===== src/xoshiro256_random_generator_macros.svh =====
// Assertion macros for the xoshiro256 generator RTL, used by xrng_ctrl.
// Needs clk_i and rst_ni in the scope of the module that uses them.
`ifndef XOSHIRO256_RANDOM_GENERATOR_MACROS_SVH
`define XOSHIRO256_RANDOM_GENERATOR_MACROS_SVH

// same-cycle implication
`define XRNG_ASSERT_NOW(label, ante, cons, msg) \
  label: assert property (@(posedge clk_i) disable iff (!rst_ni) (ante) |-> (cons)) \
    else $error(msg);

// next-cycle implication
`define XRNG_ASSERT_NEXT(label, ante, cons, msg) \
  label: assert property (@(posedge clk_i) disable iff (!rst_ni) (ante) |=> (cons)) \
    else $error(msg);

`endif


===== src/xrng_pkg.sv =====
// Types, constants and functions of the xoshiro256 generator.
// No dependencies; used by xrng_ctrl, xrng_dp and the top level.
package xrng_pkg;

  localparam int unsigned WordW    = 64;
  localparam int unsigned NumWords = 4;
  localparam int unsigned ShiftW   = 6;
  localparam int unsigned CfgIdxW  = 3;
  localparam int unsigned JumpSteps = WordW * NumWords;
  localparam int unsigned JumpCntW  = $clog2(JumpSteps);

  typedef logic [NumWords-1:0][WordW-1:0] state_t;

  typedef enum logic [1:0] {
    FUNC_DRAW      = 2'd0,
    FUNC_JUMP      = 2'd1,
    FUNC_LONG_JUMP = 2'd2,
    FUNC_RESEED    = 2'd3
  } func_e;

  typedef enum logic [2:0] {
    ST_IDLE,
    ST_DRAW,
    ST_CHECK,
    ST_JUMP,
    ST_FINISH
  } state_e;

  localparam logic [1:0] ModePlus     = 2'd0;
  localparam logic [1:0] ModePlusPlus = 2'd1;
  localparam logic [1:0] ModeStarStar = 2'd2;

  localparam logic [CfgIdxW-1:0] RegMode  = 3'd0;
  localparam logic [CfgIdxW-1:0] RegSeed0 = 3'd1;
  localparam logic [CfgIdxW-1:0] RegSeed1 = 3'd2;
  localparam logic [CfgIdxW-1:0] RegSeed2 = 3'd3;
  localparam logic [CfgIdxW-1:0] RegSeed3 = 3'd4;

  // skip polynomials, word 0 in the low bits
  localparam logic [JumpSteps-1:0] JumpShort = {
    64'h39abdc4529b1661c, 64'ha9582618e03fc9aa,
    64'hd5a61266f0c9392c, 64'h180ec6d33cfd0aba};
  localparam logic [JumpSteps-1:0] JumpLong = {
    64'h39109bb02acbe635, 64'h77710069854ee241,
    64'hc5004e441c522fb3, 64'h76e15d3efefdcbbf};

  typedef struct packed {
    logic                load;
    logic                reseed;
    logic                draw;
    logic                check;
    logic                jump_step;
    logic                jump_last;
    logic [JumpCntW-1:0] jump_idx;
    logic                out_load;
  } cmd_t;

  typedef struct packed {
    logic pass;
  } status_t;

  function automatic logic [WordW-1:0] rotl(logic [WordW-1:0] x, int unsigned k);
    return (x << k) | (x >> (WordW - k));
  endfunction

  function automatic state_t advance(state_t s);
    state_t           n;
    logic [WordW-1:0] t;
    t    = s[1] << 17;
    n    = s;
    n[2] = n[2] ^ n[0];
    n[3] = n[3] ^ n[1];
    n[1] = n[1] ^ n[2];
    n[0] = n[0] ^ n[3];
    n[2] = n[2] ^ t;
    n[3] = rotl(n[3], 45);
    return n;
  endfunction

  function automatic logic [WordW-1:0] scramble(state_t s, logic [1:0] mode);
    logic [WordW-1:0] r;
    unique case (mode)
      ModePlus:     r = s[0] + s[3];
      ModeStarStar: r = rotl((s[1] << 2) + s[1], 7);
      default:      r = rotl(s[0] + s[3], 23) + s[0];
    endcase
    if (mode == ModeStarStar) begin
      r = (r << 3) + r;
    end
    return r;
  endfunction

  function automatic logic [ShiftW-1:0] top_bit(logic [WordW-1:0] x);
    logic [ShiftW-1:0] k;
    k = '0;
    for (int i = 0; i < WordW; i++) begin
      if (x[i]) begin
        k = ShiftW'(i);
      end
    end
    return k;
  endfunction

  function automatic logic jump_bit(logic use_long, logic [JumpCntW-1:0] idx);
    return use_long ? JumpLong[idx] : JumpShort[idx];
  endfunction

endpackage


===== src/xrng_ctrl.sv =====
// Sequencer of the xoshiro256 generator: request decode, redraw loop,
// jump step count and output handshake. Uses xrng_pkg and the macro header.
`include "xoshiro256_random_generator_macros.svh"

module xrng_ctrl (
  input  logic                clk_i,
  input  logic                rst_ni,
  input  logic                req_valid_i,
  output logic                req_ready_o,
  input  xrng_pkg::func_e     func_i,
  output logic                out_valid_o,
  input  logic                out_ready_i,
  input  xrng_pkg::status_t   status_i,
  output xrng_pkg::cmd_t      cmd_o
);

  localparam logic [xrng_pkg::JumpCntW-1:0] LastStep =
    xrng_pkg::JumpCntW'(xrng_pkg::JumpSteps - 1);

  xrng_pkg::state_e            state_q, state_d;
  logic [xrng_pkg::JumpCntW-1:0] cnt_q, cnt_d;
  logic                        out_valid_q, out_valid_d;
  logic                        accept;
  logic                        out_free;

  assign req_ready_o = (state_q == xrng_pkg::ST_IDLE);
  assign accept      = req_valid_i && req_ready_o;
  assign out_free    = !out_valid_q || out_ready_i;
  assign out_valid_o = out_valid_q;

  always_comb begin
    state_d = state_q;
    unique case (state_q)
      xrng_pkg::ST_IDLE: begin
        if (accept) begin
          unique case (func_i)
            xrng_pkg::FUNC_DRAW:      state_d = xrng_pkg::ST_DRAW;
            xrng_pkg::FUNC_JUMP:      state_d = xrng_pkg::ST_JUMP;
            xrng_pkg::FUNC_LONG_JUMP: state_d = xrng_pkg::ST_JUMP;
            default:                  state_d = xrng_pkg::ST_FINISH;
          endcase
        end
      end
      xrng_pkg::ST_DRAW:   state_d = xrng_pkg::ST_CHECK;
      xrng_pkg::ST_CHECK: begin
        state_d = status_i.pass ? xrng_pkg::ST_FINISH : xrng_pkg::ST_DRAW;
      end
      xrng_pkg::ST_JUMP: begin
        if (cnt_q == LastStep) begin
          state_d = xrng_pkg::ST_FINISH;
        end
      end
      xrng_pkg::ST_FINISH: begin
        if (out_free) begin
          state_d = xrng_pkg::ST_IDLE;
        end
      end
      default: state_d = xrng_pkg::ST_IDLE;
    endcase
  end

  always_comb begin
    cmd_o           = '0;
    cmd_o.load      = accept;
    cmd_o.reseed    = accept && (func_i == xrng_pkg::FUNC_RESEED);
    cmd_o.draw      = (state_q == xrng_pkg::ST_DRAW);
    cmd_o.check     = (state_q == xrng_pkg::ST_CHECK);
    cmd_o.jump_step = (state_q == xrng_pkg::ST_JUMP);
    cmd_o.jump_last = (state_q == xrng_pkg::ST_JUMP) && (cnt_q == LastStep);
    cmd_o.jump_idx  = cnt_q;
    cmd_o.out_load  = (state_q == xrng_pkg::ST_FINISH) && out_free;
  end

  assign cnt_d = (state_q == xrng_pkg::ST_JUMP) ? cnt_q + 1'b1 : '0;

  always_comb begin
    out_valid_d = out_valid_q;
    if (cmd_o.out_load) begin
      out_valid_d = 1'b1;
    end else if (out_ready_i) begin
      out_valid_d = 1'b0;
    end
  end

  always_ff @(posedge clk_i or negedge rst_ni) begin
    if (!rst_ni) begin
      state_q     <= xrng_pkg::ST_IDLE;
      cnt_q       <= '0;
      out_valid_q <= 1'b0;
    end else begin
      state_q     <= state_d;
      cnt_q       <= cnt_d;
      out_valid_q <= out_valid_d;
    end
  end

  `XRNG_ASSERT_NOW(a_cnt_idle, state_q != xrng_pkg::ST_JUMP, cnt_q == '0, "jump count left over")
  `XRNG_ASSERT_NEXT(a_draw_start, accept && func_i == xrng_pkg::FUNC_DRAW, state_q == xrng_pkg::ST_DRAW, "draw not started")
  `XRNG_ASSERT_NEXT(a_redraw, state_q == xrng_pkg::ST_CHECK && !status_i.pass, state_q == xrng_pkg::ST_DRAW, "rejected draw not retried")
  `XRNG_ASSERT_NEXT(a_hold_out, state_q == xrng_pkg::ST_FINISH && out_valid_q && !out_ready_i, state_q == xrng_pkg::ST_FINISH && out_valid_q, "result dropped while output busy")

endmodule


===== src/xrng_dp.sv =====
// Datapath of the xoshiro256 generator: state, seed and mode registers,
// scrambler, bound check, jump accumulator and output register. Uses xrng_pkg.
module xrng_dp (
  input  logic                                clk_i,
  input  logic                                rst_ni,
  input  logic                                cfg_we_i,
  input  logic [xrng_pkg::CfgIdxW-1:0]        cfg_index_i,
  input  logic [xrng_pkg::WordW-1:0]          cfg_data_i,
  input  xrng_pkg::func_e                     func_i,
  input  logic [xrng_pkg::WordW-1:0]          bound_i,
  input  logic                                narrow_i,
  input  xrng_pkg::cmd_t                      cmd_i,
  output xrng_pkg::status_t                   status_o,
  output logic [xrng_pkg::WordW-1:0]          value_o
);

  localparam int unsigned HalfW = xrng_pkg::WordW / 2;

  logic [1:0]                    mode_q;
  xrng_pkg::state_t              seed_q;
  xrng_pkg::state_t              gen_q, gen_d;
  xrng_pkg::state_t              acc_q, acc_d;
  logic [xrng_pkg::WordW-1:0]    bound_q;
  logic                          narrow_q;
  logic                          long_q;
  logic [xrng_pkg::WordW-1:0]    word_q;
  logic [xrng_pkg::ShiftW-1:0]   sh_q, sh_d;
  logic [xrng_pkg::WordW-1:0]    res_q;
  logic [xrng_pkg::WordW-1:0]    out_q;
  logic [xrng_pkg::WordW-1:0]    lim_draw, lim_chk, base, shifted, res_d;

  // shift for the bound's bit length, from the request registers
  assign lim_draw = narrow_q ? {{HalfW{1'b0}}, bound_q[HalfW-1:0]} : bound_q;
  assign sh_d = (narrow_q ? xrng_pkg::ShiftW'(HalfW - 1) : xrng_pkg::ShiftW'(xrng_pkg::WordW - 1))
                - xrng_pkg::top_bit(lim_draw);

  assign lim_chk  = lim_draw;
  assign base     = narrow_q ? {{HalfW{1'b0}}, word_q[HalfW-1:0]} : word_q;
  assign shifted  = base >> sh_q;
  assign status_o.pass = (lim_chk == '0) || (shifted < lim_chk);
  assign res_d    = (lim_chk == '0) ? base : shifted;
  assign value_o  = out_q;

  always_comb begin
    gen_d = gen_q;
    acc_d = acc_q;
    if (cmd_i.reseed) begin
      gen_d = xrng_pkg::advance(seed_q);
    end
    if (cmd_i.draw) begin
      gen_d = xrng_pkg::advance(gen_q);
    end
    if (cmd_i.jump_step) begin
      acc_d = xrng_pkg::jump_bit(long_q, cmd_i.jump_idx) ? (acc_q ^ gen_q) : acc_q;
      gen_d = cmd_i.jump_last ? acc_d : xrng_pkg::advance(gen_q);
    end
    if (cmd_i.load) begin
      acc_d = '0;
    end
  end

  always_ff @(posedge clk_i or negedge rst_ni) begin
    if (!rst_ni) begin
      mode_q <= xrng_pkg::ModePlusPlus;
      seed_q <= xrng_pkg::state_t'(1);
      gen_q  <= xrng_pkg::state_t'(1);
    end else begin
      gen_q <= gen_d;
      if (cfg_we_i) begin
        case (cfg_index_i)
          xrng_pkg::RegMode:  mode_q    <= cfg_data_i[1:0];
          xrng_pkg::RegSeed0: seed_q[0] <= cfg_data_i;
          xrng_pkg::RegSeed1: seed_q[1] <= cfg_data_i;
          xrng_pkg::RegSeed2: seed_q[2] <= cfg_data_i;
          xrng_pkg::RegSeed3: seed_q[3] <= cfg_data_i;
          default: ;
        endcase
      end
    end
  end

  always_ff @(posedge clk_i) begin
    acc_q <= acc_d;
    if (cmd_i.load) begin
      bound_q  <= bound_i;
      narrow_q <= narrow_i;
      long_q   <= (func_i == xrng_pkg::FUNC_LONG_JUMP);
      res_q    <= '0;
    end
    if (cmd_i.draw) begin
      word_q <= xrng_pkg::scramble(gen_q, mode_q);
      sh_q   <= sh_d;
    end
    if (cmd_i.check && status_o.pass) begin
      res_q <= res_d;
    end
    if (cmd_i.out_load) begin
      out_q <= res_q;
    end
  end

endmodule


===== src/xoshiro256_random_generator.sv =====
// Top level of the xoshiro256 generator: stream ports, config port.
// Instantiates xrng_ctrl and xrng_dp; uses xrng_pkg.
//
// One request per input beat, one result beat per request. A draw passes
// through the DRAW, CHECK and FINISH states before the next beat is taken,
// and every rejected attempt of a bounded draw repeats DRAW (scramble and
// advance the state) and CHECK (shift and compare against the bound). Jump
// and long jump step the state once per cycle over the 256 bits of the skip
// polynomial; a reseed goes straight to FINISH. The result sits in an output
// register, so a new request is taken while the last result waits. Config
// writes take effect at once and belong in idle periods only.
module xoshiro256_random_generator (
  input  logic        clk_i,
  input  logic        rst_ni,
  input  logic        s_axis_tvalid,
  output logic        s_axis_tready,
  input  logic [63:0] s_axis_tdata,  // [63:0] bound
  input  logic [2:0]  s_axis_tuser,  // [1:0] func, [2] narrow
  output logic        m_axis_tvalid,
  input  logic        m_axis_tready,
  output logic [63:0] m_axis_tdata,  // [63:0] value
  input  logic        cfg_we_i,
  input  logic [2:0]  cfg_index_i,
  input  logic [63:0] cfg_data_i
);

  xrng_pkg::cmd_t    cmd;
  xrng_pkg::status_t status;
  xrng_pkg::func_e   func;

  assign func = xrng_pkg::func_e'(s_axis_tuser[1:0]);

  xrng_ctrl u_ctrl (
    .clk_i       (clk_i),
    .rst_ni      (rst_ni),
    .req_valid_i (s_axis_tvalid),
    .req_ready_o (s_axis_tready),
    .func_i      (func),
    .out_valid_o (m_axis_tvalid),
    .out_ready_i (m_axis_tready),
    .status_i    (status),
    .cmd_o       (cmd)
  );

  xrng_dp u_dp (
    .clk_i       (clk_i),
    .rst_ni      (rst_ni),
    .cfg_we_i    (cfg_we_i),
    .cfg_index_i (cfg_index_i),
    .cfg_data_i  (cfg_data_i),
    .func_i      (func),
    .bound_i     (s_axis_tdata),
    .narrow_i    (s_axis_tuser[2]),
    .cmd_i       (cmd),
    .status_o    (status),
    .value_o     (m_axis_tdata)
  );

endmodule


===== config.mk =====
export PLATFORM = sky130hd
export DESIGN_NAME = xoshiro256_random_generator
export DESIGN_NICKNAME = d
export VERILOG_FILES = /design/src/xrng_pkg.sv /design/src/xrng_ctrl.sv /design/src/xrng_dp.sv /design/src/xoshiro256_random_generator.sv
export VERILOG_INCLUDE_DIRS = /design/src /design/src/src
export SDC_FILE = /design/constraint.sdc
export NUM_CORES = 2
export LEC_CHECK = 0
export ABC_AREA = 1
export ABC_CLOCK_PERIOD_IN_PS = 12800
export CORE_ASPECT_RATIO = 0.8
export CORE_MARGIN = 2
export CORE_UTILIZATION = 48
export CTS_CLUSTER_SIZE = 14
export DETAILED_ROUTE_END_ITERATION = 10
export DONT_BUFFER_PORTS = 1
export PLACE_DENSITY = 0.64
export SYNTH_ARGS = -nofsm -noshare
export SYNTH_HDL_FRONTEND = slang
export SYNTH_SLANG_ARGS = --single-unit
export TNS_END_PERCENT = 30

===== constraint.sdc =====
create_clock -name clk_i -period 12.8 [get_ports clk_i]
set_input_delay 2.56 -clock clk_i [delete_from_list [all_inputs] [get_ports clk_i]]
set_output_delay 2.56 -clock clk_i [all_outputs]
set_load 0.03 [all_outputs]

==> flow_summary.yaml <==
sta:
  setup_slack_ns: 2.10
  post-route-period-util: 0.836
  skew_ns: 0.0663
  worst_pin_slew_ns: 3.24
  tns_ns: 0
  hold_slack_ns: 0.394
  hold_viol_final: 0
  finalMaxSlewViolations: 351
  final-setup-viol-count: 0
  max_freq_ghz: 0.0935
  min_period_ns: 10.70
  rsz0062_at_grt: "false"
  maxSlewHeadroom: -1.16
setup_path:
  r2r_setup_slack_ns: 2.10
  arrival_ns: 11.22
  cp-end-kind: "flop"
  worstRegToRegCells: 66
  slowest_delay_ns: 0.62
  path_class: "flop to flop"
  crit_path_frequent_cell: "nand2_1"
  timing.rr.end: "u_dp.word_q[63]"
  r2r_start: "u_dp.gen_q[2]"
  critPathSlowestCell: "xor2_1"
  crit_fanout: 6
  crit_required_ns: 13.32
  start_kind: "flop"
pwr:
  p_total_mw: 8.71
  peakVddDrop_mv: 0.125
  leakage_nw: 33.3
  p_per_area_nw_per_um2: 114
clock_tree:
  root_buffer: "clkbuf_16"
  cts_buffers: 109
  path_clk_slew_ns: 0.07
  cts-resized-gates: 0
  cts_setup_buffers: 0
  htree_levels: 3
  cts_tree: "built"
  clk_latency_ns: 0.79
  clock-sinks: 1046
  ctsHoldBuffers: 0
  cts_buffer_depth: 3
finish:
  layout-drive-gt1-share: 0.0472
  area_growth_pct: 7.42
  final_cells: 11100
  fill_cells: 14300
  nets: 9434
routing:
  dr.first_iter.drc_count: 8152
  routedWlPerCell_um: 24.7
  first_pass_iters: 6
  route.final.wire_length_um: 273000
  route.antenna.remaining_nets: 0
  route.detailed.drc: 0
  avgViaCountPerCell: 5.97
  via_count: 66000
grt:
  busiest_layer: "met1"
  grt_max_degree: 527
  antenna_found_initial: 26
  grt_pass1_vias: 60900
  overflow: 0
  grt_util_met3: 0.108
  grt_pass1_wl_um: 402000
  grt_use_met1: 0.512
  grt_util_met2: 0.479
  grt.total_usage: 0.349
hold_path:
  hp-start: "u_dp.res_q[0]"
  worstHoldPathCells: 0
  hold_class: "flop to flop"
  holdPathEnd: "u_dp.value_o[0]"
placement:
  portBuffers: 0
  dp.cells: 10800
  pre_cts_slack_ns: 2.40
  hpwlAfterDp_um: 196000
  gp_congestion: 1.02
status:
  status: "finished with violations"
  violations: "slew limit"
job:
  maxCapViolations: 0
synth:
  ys_ff_latch: 1046
  synth.cell_area_um2: 71300
  ys_warn_count: 0
  postSynthAreaPerCell_um2: 7.71
  synthCells: 9251
  synthArstFlopShare: 0.503
  synth-edff-count: 264
  synth.distinct_cells: 80
  ys_seq_area_frac: 0.368
  synthFlopType: "dfrtp_1"
  syn_nets: 9718
floorplan:
  die_w_um: 435
  io_pins: 205
  start_util: 0.483
  die_area_um2: 152000
  core_um2: 148000
  std_cell_rows: 126
  die_h_um: 349
## per-layer routing
metal	share of wire	wire, um
met3	0.12	33100
met2	0.39	108000
met1	0.45	122000
met4	0.038	10300
met5	0.00027	73
## cell usage in the layout (no fill, tap or decap), types with 17 or more instances in the layout
cell,netlist,routed
ha_1,324,324
inv_1,929,923
buf_4,1,73
inv_2,17,17
a31oi_1,135,135
xnor2_1,530,530
nand2_1,1616,1610
nor2_1,609,604
clkbuf_16,0,111
mux2i_1,71,71
nor3_1,40,40
dfxtp_1,256,256
a211oi_1,147,147
clkbuf_1,422,30
a21oi_2,18,18
clkbuf_8,2,20
o21ai_1,39,40
a21oi_1,687,687
o211ai_1,47,47
nand3_1,370,367
o21a_1,20,20
edfxtp_1,264,264
xor2_1,328,328
o21bai_1,263,263
a22oi_1,67,67
dfrtp_1,523,523
nand2_2,15,17
nand4_1,18,18
o21ai_0,1204,1202
or2_2,22,22
o21ai_2,29,29
## how the worst max path moves through the flow
stage / from / to / slack, ns / depth (start not counted)
6_report: u_dp.gen_q[2] / u_dp.word_q[63] / 2.10 / 66
5_1_grt: u_dp.gen_q[2] / u_dp.word_q[63] / 1.08 / 63
4_1_cts: u_dp.gen_q[2] / u_dp.word_q[63] / 2.37 / 63
3_5_place_dp: u_dp.gen_q[2] / u_dp.word_q[63] / 2.40 / 66
3_3_place_gp: u_dp.gen_q[2] / u_dp.word_q[63] / 2.40 / 66
2_1_floorplan: u_dp.gen_q[2] / u_dp.word_q[63] / 4.15 / 66
## cell usage after synthesis, drive strengths merged (18+ instances only)
cell / count / area share
a31oi: 139 / 0.013
nand3: 375 / 0.027
o21a: 20 / 0.0021
or2: 24 / 0.0021
a21oi: 708 / 0.051
xnor2: 530 / 0.065
nor2: 610 / 0.032
ha: 324 / 0.057
dfrtp: 523 / 0.18
o21bai: 270 / 0.029
mux2i: 71 / 0.010
o21ai: 1274 / 0.091
clkbuf: 424 / 0.023
nand4: 18 / 0.0016
edfxtp: 264 / 0.11
dfxtp: 256 / 0.072
a22oi: 69 / 0.0074
inv: 946 / 0.050
nor3: 40 / 0.0028
nand2: 1631 / 0.086
o211ai: 49 / 0.0053
xor2: 328 / 0.040
a211oi: 147 / 0.015
buf: 54 / 0.0032
a21boi: 23 / 0.0036
## logic make-up (layout without fill, tap and decap cells)
group                      after synthesis  count (layout)  share of synthesized area
AOI/OAI and AO/OA                     2795            2795                      0.229
adders and majority gates              328             328                     0.0580
and+or+nand+nor                       2722            2722                      0.154
xor gates and xnor gates               858             858                      0.105
DFF                                   1046            1046                      0.368
muxes                                   72              72                     0.0101
buffers and inverters                 1430            1241                     0.0759
other                                    0              10                          0
## final cells by class
cell class,instances,area [um2],share of cell area
diodes,10,25.0,0.000327
clock buffers,161,3170,0.0413
clock inverters,45,553,0.00722
inverters,952,3600,0.0470
multi-input cells,6775,39800,0.520
flip-flops and latches,1046,26200,0.342
well taps,1984,2480,0.0324
repair buffers,83,748,0.00977
## worst max-delay path, delay by kind of cell, from the launching register on
kind	cells	cell delay, ns
AO/OA/AOI/OAI	28	4.53
XOR/XNOR	3	0.94
adder cells (fa/ha/maj)	4	1.34
buffers and inverters	4	0.21
flip-flops	1	0.48
AND/OR/NAND/NOR	27	2.92
## state kept, by name, summed over array words and instances (netlist names)
name	flops
u_dp.acc_q	256
u_dp.gen_q	256
u_dp.seed_q	256
u_dp.bound_q	64
u_dp.res_q	64
u_dp.value_o	64
u_dp.word_q	64
u_ctrl.cnt_q	8
u_dp.sh_q	6
u_ctrl.state_q	3
u_dp.mode_q	2
u_ctrl.out_valid_o	1
u_dp.long_q	1
u_dp.narrow_q	1
## through the flow
step / util / area [um2]
6_report: 0.519 / 76600
5_1_grt: 0.519 / 76600
4_1_cts: 0.519 / 76600
3_5_place_dp: 0.494 / 72900
3_3_place_gp: 0.494 / 72900
2_1_floorplan: - / 71300
## where the power goes
part	switching (mW)	internal, mW
registers	0.188	3.58
clock network	1.48	1.88
logic	1.01	0.569
total	2.68	6.03
Note: power is estimated with default switching activity, not from simulation.
